`config.mk`:
```
export PLATFORM = sky130hd
export DESIGN_NAME = sync_id_length_deframer_unit
export DESIGN_NICKNAME = d
export VERILOG_FILES = /design/src/sv/sidl_pkg.sv /design/src/sv/sync_id_length_deframer_unit.sv /design/src/sv/sidl_core.sv
export SDC_FILE = /design/constraint.sdc
export NUM_CORES = 1
export LEC_CHECK = 0
export ABC_AREA = 1
export BUFFER_PORTS_ARGS = -buffer_cell sky130_fd_sc_hd__buf_2
export CORE_MARGIN = 2
export CORE_UTILIZATION = 55
export DETAILED_ROUTE_END_ITERATION = 16
export PLACE_DENSITY = 0.77
export SYNTH_ARGS = -nofsm -noshare
export SYNTH_HDL_FRONTEND = slang
export SYNTH_SLANG_ARGS = --single-unit
```
`constraint.sdc`:
```
create_clock -name clk -period 2.9 [get_ports clk]
set_input_delay 0.58 -clock clk [delete_from_list [all_inputs] [get_ports clk]]
set_output_delay 0.58 -clock clk [all_outputs]
set_load 0.05 [all_outputs]
```
`src/sv/sidl_pkg.sv`:
```
// Package for the sync/id/length deframer: phase and result-code enums,
// the result struct and the reset constants. No dependencies.
package sidl_pkg;

  localparam int unsigned BYTE_W = 8;
  localparam int unsigned LEN_W  = 16;

  localparam logic [BYTE_W-1:0] SYNC_RESET = 8'h5A;

  typedef enum logic [2:0] {
    PH_HUNT    = 3'd0,
    PH_ID      = 3'd1,
    PH_LEN_LO  = 3'd2,
    PH_LEN_HI  = 3'd3,
    PH_PAYLOAD = 3'd4
  } phase_t;

  typedef enum logic [1:0] {
    CODE_PAYLOAD = 2'd0,
    CODE_EMPTY   = 2'd1,
    CODE_DISCARD = 2'd2
  } code_t;

  // One result item as produced by the core for the current request.
  typedef struct packed {
    logic              valid;
    code_t             code;
    logic [BYTE_W-1:0] data_byte;
    logic [BYTE_W-1:0] packet_id;
    logic [LEN_W-1:0]  packet_length;
    logic              last;
  } res_t;

endpackage

```
`src/sv/sync_id_length_deframer_unit.sv`:
```
// A result appears on the output in the cycle after its request is taken.
// Throughput: one byte per cycle unless out_tready holds off; the output register
// refills while its current result is taken, so in_tready = !out_tvalid | out_tready.
// Reset (rst_n low, synchronous): hunting for sync, id/length/count cleared,
// sync byte back to 0x5A, output register empty.
module sync_id_length_deframer_unit (
  input  logic        clk,
  input  logic        rst_n,
  // input stream
  input  logic        in_tvalid,
  output logic        in_tready,
  input  logic [7:0]  in_tdata,   // [7:0] rx_byte
  // result stream
  output logic        out_tvalid,
  input  logic        out_tready,
  output logic [31:0] out_tdata,  // [7:0] data_byte, [15:8] packet_id,
                                  // [31:16] packet_length
  output logic [1:0]  out_tuser,  // [1:0] code
  output logic        out_tlast,  // last payload byte or empty packet
  // sync byte register write
  input  logic        cfg_valid,
  output logic        cfg_ready,
  input  logic [7:0]  cfg_data    // [7:0] sync_value
);

  logic                        in_acc;
  logic [sidl_pkg::BYTE_W-1:0] sync_r;
  sidl_pkg::res_t              res;
  sidl_pkg::res_t              out_r;   // payload part of the output register
  logic                        out_vld_r;

  // Config writes must only happen while idle; the block does not enforce this and is always ready.
  assign cfg_ready = 1'b1;

  always_ff @(posedge clk) begin
    if (!rst_n) begin
      sync_r <= sidl_pkg::SYNC_RESET;
    end else if (cfg_valid) begin
      sync_r <= cfg_data;
    end
  end

  // Take a new byte whenever the output slot is free or being drained.
  assign in_tready = !out_vld_r || out_tready;
  assign in_acc    = in_tvalid && in_tready;

  sidl_core u_core (
    .clk        (clk),
    .rst_n      (rst_n),
    .accept     (in_acc),
    .rx_byte    (in_tdata),
    .sync_value (sync_r),
    .res        (res)
  );

  // Output register. Header bytes give no result and just empty the slot
  // if its result is taken in the same cycle.
  always_ff @(posedge clk) begin
    if (!rst_n) begin
      out_vld_r <= 1'b0;
    end else if (in_acc) begin
      out_vld_r <= res.valid;
    end else if (out_tready) begin
      out_vld_r <= 1'b0;
    end
  end

  always_ff @(posedge clk) begin
    if (in_acc && res.valid) begin
      out_r <= res;
    end
  end

  assign out_tvalid = out_vld_r;
  assign out_tdata  = {out_r.packet_length, out_r.packet_id, out_r.data_byte};
  assign out_tuser  = out_r.code;
  assign out_tlast  = out_r.last;

`ifndef ASSERT_OFF
  // A discarded byte carries no packet tags.
  a_discard_clean: assert property (@(posedge clk) disable iff (!rst_n)
    out_tvalid && out_tuser == sidl_pkg::CODE_DISCARD
      |-> out_tdata[31:8] == '0 && !out_tlast)
    else $error("discard result carries packet tags");

  // An empty packet is always last, with zero length and data.
  a_empty_shape: assert property (@(posedge clk) disable iff (!rst_n)
    out_tvalid && out_tuser == sidl_pkg::CODE_EMPTY
      |-> out_tlast && out_tdata[31:16] == '0 && out_tdata[7:0] == '0)
    else $error("empty packet result malformed");

  // A payload byte never claims a zero-length packet.
  a_payload_len: assert property (@(posedge clk) disable iff (!rst_n)
    out_tvalid && out_tuser == sidl_pkg::CODE_PAYLOAD |-> out_tdata[31:16] != '0)
    else $error("payload byte with zero packet length");

  // A request that yields no result leaves the output slot empty.
  a_no_phantom: assert property (@(posedge clk) disable iff (!rst_n)
    in_acc && !res.valid |=> !out_tvalid)
    else $error("output valid without a result");
`endif

endmodule

```
`src/sv/sidl_core.sv`:
```
// Deframer state machine: header parsing and payload byte counting.
// Depends on sidl_pkg.
module sidl_core (
  input  logic                        clk,
  input  logic                        rst_n,
  input  logic                        accept,
  input  logic [sidl_pkg::BYTE_W-1:0] rx_byte,
  input  logic [sidl_pkg::BYTE_W-1:0] sync_value,
  output sidl_pkg::res_t              res
);

  sidl_pkg::phase_t                phase_r, phase_nxt;
  logic [sidl_pkg::BYTE_W-1:0]     id_r, id_nxt;
  logic [sidl_pkg::LEN_W-1:0]      len_r, len_nxt;
  logic [sidl_pkg::LEN_W-1:0]      left_r, left_nxt;
  logic [sidl_pkg::LEN_W-1:0]      full_len;

  always_ff @(posedge clk) begin
    if (!rst_n) begin
      phase_r <= sidl_pkg::PH_HUNT;
      id_r    <= '0;
      len_r   <= '0;
      left_r  <= '0;
    end else if (accept) begin
      phase_r <= phase_nxt;
      id_r    <= id_nxt;
      len_r   <= len_nxt;
      left_r  <= left_nxt;
    end
  end

  assign full_len = {rx_byte, len_r[sidl_pkg::BYTE_W-1:0]};

  always_comb begin
    phase_nxt = phase_r;
    id_nxt    = id_r;
    len_nxt   = len_r;
    left_nxt  = left_r;
    res       = '0;
    unique case (phase_r)
      sidl_pkg::PH_ID: begin
        id_nxt    = rx_byte;
        phase_nxt = sidl_pkg::PH_LEN_LO;
      end
      sidl_pkg::PH_LEN_LO: begin
        len_nxt   = {{(sidl_pkg::LEN_W-sidl_pkg::BYTE_W){1'b0}}, rx_byte};
        phase_nxt = sidl_pkg::PH_LEN_HI;
      end
      sidl_pkg::PH_LEN_HI: begin
        len_nxt = full_len;
        if (full_len == '0) begin
          left_nxt      = '0;
          phase_nxt     = sidl_pkg::PH_HUNT;
          res.valid     = 1'b1;
          res.code      = sidl_pkg::CODE_EMPTY;
          res.packet_id = id_r;
          res.last      = 1'b1;
        end else begin
          left_nxt  = full_len;
          phase_nxt = sidl_pkg::PH_PAYLOAD;
        end
      end
      sidl_pkg::PH_PAYLOAD: begin
        res.valid         = 1'b1;
        res.code          = sidl_pkg::CODE_PAYLOAD;
        res.data_byte     = rx_byte;
        res.packet_id     = id_r;
        res.packet_length = len_r;
        res.last          = (left_r <= sidl_pkg::LEN_W'(1));
        if (res.last) begin
          left_nxt  = '0;
          phase_nxt = sidl_pkg::PH_HUNT;
        end else begin
          left_nxt = left_r - sidl_pkg::LEN_W'(1);
        end
      end
      default: begin
        // hunting, and any phase code that should not occur
        if (rx_byte == sync_value) begin
          phase_nxt = sidl_pkg::PH_ID;
        end else begin
          phase_nxt     = sidl_pkg::PH_HUNT;
          res.valid     = 1'b1;
          res.code      = sidl_pkg::CODE_DISCARD;
          res.data_byte = rx_byte;
        end
      end
    endcase
  end

endmodule

```
; Yosys cells after proc, flatten, opt, wreduce, memory -nomap -nowiden
; Cells that the tools add are included.
[totals]
rom_bits = 0
ramBits = 0
ff_bits = 87
latch_bits = 0
n_memories = 0
[op_classes]
n_addsub = 1
div_mod_pow = 0
reduce_logical = 15
shifts = 0
n_bitwise = 1
n_eq_ne = 6
mul = 0
n_mux = 18
n_lt_le_gt_ge = 1
[ops]
columns = cell, count
row1 = 16-bit one-hot mux with 2 select lines, 2
row2 = 16-bit two-way mux, 2
row3 = 8-bit one-hot mux with 2 select lines, 2
row4 = "16-bit by 1-bit less-or-equal comparator with 1-bit output, second input constant", 1
row5 = 16-bit zero test, 1
row6 = "16-bit by 1-bit subtractor with 16-bit output, second input constant", 1
row7 = 3-bit one-hot mux with 4 select lines, 1
row8 = 11-bit two-way mux, 1
row9 = 3-bit two-way mux, 3
row10 = 3-bit one-hot mux with 3 select lines, 1
row11 = 8-bit equality test, 1
row12 = 8-bit two-way mux, 1
row13 = 2-bit AND reduction, 4
row14 = "3-bit by 2-bit equality test with 1-bit output, second input constant", 2
row15 = 2-bit nonzero test, 3
row16 = 1-bit two-way mux, 4
row17 = "3-bit by 1-bit equality test with 1-bit output, second input constant", 1
row18 = "3-bit equality test, second input constant", 1
row19 = 3-bit AND reduction, 1
row20 = 3-bit OR reduction, 1
row21 = 1-bit logical AND, 2
row22 = "2-bit by 1-bit != test with 1-bit output, second input constant", 1
row23 = 1-bit one-hot mux with 2 select lines, 1
row24 = 2-bit OR reduction, 1
row25 = 3 further kinds, 3

; Longest topological paths before layout
[logic_depth]
ltp_word = 4
mapped_depth = 11

; Hierarchy
; Synthesis repeated with hierarchy kept, for this count alone.
[unflattened]
cells_unflattened = 478
area_unflattened_um2 = 3945.0
[by_module_without_submodules]
columns = mod, n_inst, seq_area_each_um2, cells_each, area_per_inst_um2
row1 = sidl_core, 1, 860.8, 395, 2529.9
row2 = sync_id_length_deframer_unit, 1, 1231.2, 83, 1415.1

; Worst setup path after synthesis
; OpenSTA, ideal clock, no wires.
[synth_timing]
kind = in2reg
from = input out_tready
to = register out_r (netlist bit out_tdata[0]), enable pin
stages = 6
arrival_time_ns = 1.965
required_time_ns = 2.510
path_buffers = 0
setup_ns = 0.390
slack_ns = 0.545
cell_sequence = inv_1 > nand2_2 > nand2_4 > inv_1 > nand3_1 > inv_1
[synth_via]
elab_chain_len = 3
[synth_rtl]
columns = item, line_no
row1 = "start, declared", sync_id_length_deframer_unit.sv:15  ; input logic out_tready,
row2 = 1-bit logical OR, sync_id_length_deframer_unit.sv:44  ; assign in_tready = !out_vld_r || out_tready;
row3 = via in_tready, sync_id_length_deframer_unit.sv:11  ; output logic in_tready,
row4 = 1-bit logical AND, sync_id_length_deframer_unit.sv:45  ; assign in_acc = in_tvalid && in_tready;
row5 = 1-bit logical AND, sync_id_length_deframer_unit.sv:69  ; if (in_acc && res.valid) begin
row6 = "end signal, assigned", sync_id_length_deframer_unit.sv:70  ; out_r <= res;
row7 = "end, declared", sync_id_length_deframer_unit.sv:29  ; sidl_pkg::res_t out_r;
; The timed path passes the listed nets, and every way through them passes these cells.
; A chain may end at the register's enable or synchronous reset.

; Worst setup path after layout
[layout_timing]
from = register u_core.phase_r[0]
to = register u_core.left_r[7] in the netlist's numbering
[layout_via]
elab_chain_len = 3
[layout_rtl]
columns = item, line_no
row1 = "start, declared", sidl_core.sv:12  ; sidl_pkg::phase_t phase_r, phase_nxt;
row2 = "start signal, assigned", sidl_core.sv:20  ; phase_r <= sidl_pkg::PH_HUNT;
row3 = "start signal, assigned", sidl_core.sv:25  ; phase_r <= phase_nxt;
row4 = 3-bit by 2-bit equality test with 1-bit output / 3-bit equality test (equally long branches), sidl_core.sv:40  ; unique case (phase_r)
row5 = 2-bit nonzero test (no line), --
row6 = 2-bit AND reduction (no line), --
row7 = "end signal, assigned", sidl_core.sv:28  ; left_r <= left_nxt;
row8 = "end, declared", sidl_core.sv:15  ; logic [sidl_pkg::LEN_W-1:0] left_r, left_nxt;
; Parallel ways exist; a longest one is shown, timed or not.

==> results.yml <==
run_status:
  status: "completed"
logic_synthesis:
  synthTopCellsByArea: "edfxtp_1 26%, dfxtp_1 26%, nor2_1 7.8%, nand2_1 6.8%, a21oi_1 6.0%"
  synthMostInstantiatedCell: "nor2_1"
  yosysUniqueCellTypes: 32
  ys_warn_count: 0
  synth_commonest_cells: "82 x nor2_1, 72 x nand2_1, 63 x inv_1, 52 x dfxtp_1, 48 x a21oi_1"
  syn-instance-count: 484
  synth_edf_count: 35
  ys.flop_type: "dfxtp_1"
  synth_area_mm2: 0.00397
  synthesis.nets: 507
  synth_top_area_share_pct: 26.5
  async_reset_ff_share_pct: 0
  ys_seq_elements: 87
  syn_avg_cell_area_um2: 8.21
  yosysSeqAreaShare_pct: 52.7
  yosysTopAreaCell: "edfxtp_1"
setup_path:
  critPathLaunchType: "register"
  endpoint_kind: "register"
  reg2reg_setup_slack_ns: 0.82
  arrival_ns: 2.37
  worstPathRequired_ns: 3.19
  crit_fanout: 19
  crit_type: "reg2reg"
drt:
  via_per_inst: 5.08
  routed_wl_um: 9080
  dr.pass1.iters: 5
  ant_nets: 0
  drc: 0
  wire_per_inst_um: 14.1
  drtIter0Drc: 234
  vias: 3267
grt:
  grt_pass1_vias: 3149
  grt_usage_pct: 25.3
  antenna_found_initial: 0
  grt_max_degree: 40
  grt_pass1_wl_um: 15100
  overflow: 0
timing:
  drv_slew: 0
  skew_ns: 0.0102
  final-setup-viol-count: 0
  post-route-min-period_ns: 2.08
  grt_setup_unrepaired: "no"
  fin_setup_tns_ns: 0
  max_freq_ghz: 0.480
  fin_crit_sh_pct: 71.9
  hold_viol: 0
  fin_ws_ns: 0.815
clocking:
  cts-root-buf: "clkbuf_8"
  cts_setup_buffers: 0
  worstSkewPairLatency_ns: 0.36
  cts_buffers: 9
  htree_levels: 3
  ctsResizeCount: 0
  cts_tree: "built"
  ctsLongestPathBuffers: 2
  cts.sinks: 87
  path_clk_slew_ns: 0.09
  cts_hold_buf: 0
floorplanning:
  core-area_mm2: 0.00691
  start_util_pct: 57.5
  die_y_um: 89.0
  die_w_um: 89.0
  design.die.area_mm2: 0.00792
  ios: 59
  rows: 30
pwr:
  power_switching_share_pct: 29.9
  total_power_mw: 2.62
  seqPwrFrac_pct: 52.0
  combinationalPowerShare_pct: 15.0
  clock_power_share_pct: 33.0
  p_int_mw: 1.84
  p_switching_mw: 0.785
  power_leakage_nw: 1.95
  peakVddDrop_uv: 304
  powerDensity_mw_per_mm2: 579
cells_and_area:
  fin_util_pct: 65.6
  nets: 565
  layout-drive-gt1-share_pct: 19.0
  insertedDiodeCount: 0
  area_delta_synth_final_pct: 14.0
place:
  dp_hpwl_um: 6590
  place_ws_ns: 0.678
  io_buffers: 57
  globalplace.congestion: 0.906
run:
  cap_violations: 0
hold_path:
  min_path_type: "in2reg"
-- power by group through the flow --
stage	sequential, mW	clock [mW]	combinational, mW
after floorplan	1.53	0	0.155
after global placement	1.39	0	0.391
after detailed placement	1.39	0	0.393
after CTS	1.36	0.873	0.395
after global routing	1.37	0.926	0.426
final	1.36	0.865	0.394
-- layer usage --
metal | vias to the layer above | track usage, % | wire [um]
li1 | 1670 | - | -
met4 | 0 | 7.73 | 120
met1 | 1494 | 35.1 | 4260
met3 | 11 | 5.36 | 486
met2 | 92 | 40.0 | 4210
met5 | - | 0 | 0
-- worst paths after layout --
kind,startpoint,endpoint,cells past startpoint
setup / recovery,u_core.phase_r[0]$_SDFFE_PN0P_,u_core.left_r[7]$_SDFFE_PN0P_,8
hold / removal,cfg_data[3],sync_r[3]$_SDFFE_PN1P_,3
setup reg to reg,u_core.phase_r[0]$_SDFFE_PN0P_,u_core.left_r[7]$_SDFFE_PN0P_,8
hold reg to reg,u_core.len_r[10]$_SDFFE_PN0P_,u_core.len_r[10]$_SDFFE_PN0P_,2
-- logic make-up (layout without fill, tap and decap cells) --
family                   after synthesis  count (layout)  share of synthesized area [%]
AO/OA/AOI/OAI                         98              98                           12.8
XOR/XNOR                              12              12                           2.65
adder cells (fa/ha/maj)                2               2                          0.630
buffers and inverters                 83             146                           8.57
flip-flops                            87              87                           52.7
other                                  1               1                         0.0944
AND/OR/NAND/NOR                      201             201                           22.6
-- critical path, stage by stage (launching register included) --
cell and delay, ns:
dfxtp_1 0.32, inv_1 0.15, nand3_2 0.30, buf_4 0.32, inv_1 0.38, nand2_4 0.17, inv_2 0.17, nand2_1 0.07
a21oi_1 0.13
-- flip-flops by register name, indices dropped and copies added (netlist names) --
| signal | cells |
|---|---|
| out_tdata | 32 |
| out_tvalid | 1 |
| u_core.phase_r | 3 |
| sync_r | 8 |
| u_core.id_r | 8 |
| u_core.len_r | 16 |
| u_core.left_r | 16 |
| out_tuser | 2 |
| out_tlast | 1 |
-- cell usage in the layout, fill, tap and decap left out, drive strengths merged, types with 7 or more instances in the layout --
| cell type | synthesis | routed |
|---|---|---|
| nor2 | 90 | 90 |
| buf | 9 | 61 |
| nand4 | 7 | 7 |
| edfxtp | 35 | 35 |
| inv | 68 | 71 |
| nand2 | 81 | 81 |
| clkbuf | 5 | 9 |
| a21oi | 49 | 49 |
| dfxtp | 52 | 52 |
| xor2 | 8 | 8 |
| o21ai | 45 | 45 |
| nand3 | 21 | 21 |
-- layout make-up --
cell class / instances / area, um2
clock buffer: 9 / 124
multi-input combinational: 314 / 1540
tap: 96 / 120
inverter: 69 / 259
fill: 635 / 2380
clock inverter: 7 / 78.8
timing repair buffer: 61 / 315
sequential: 87 / 2090
-- through the flow --
step | instances | cell area, um2 | hold slack [ns]
global route | 643 | 4530 | 0.441
global placement | 627 | 4330 | 0.453
finish | 643 | 4530 | 0.431
CTS | 643 | 4530 | 0.424
floorplan | 484 | 3970 | 0.441
detailed placement | 627 | 4330 | 0.454
(Power assumes the default switching activity.)
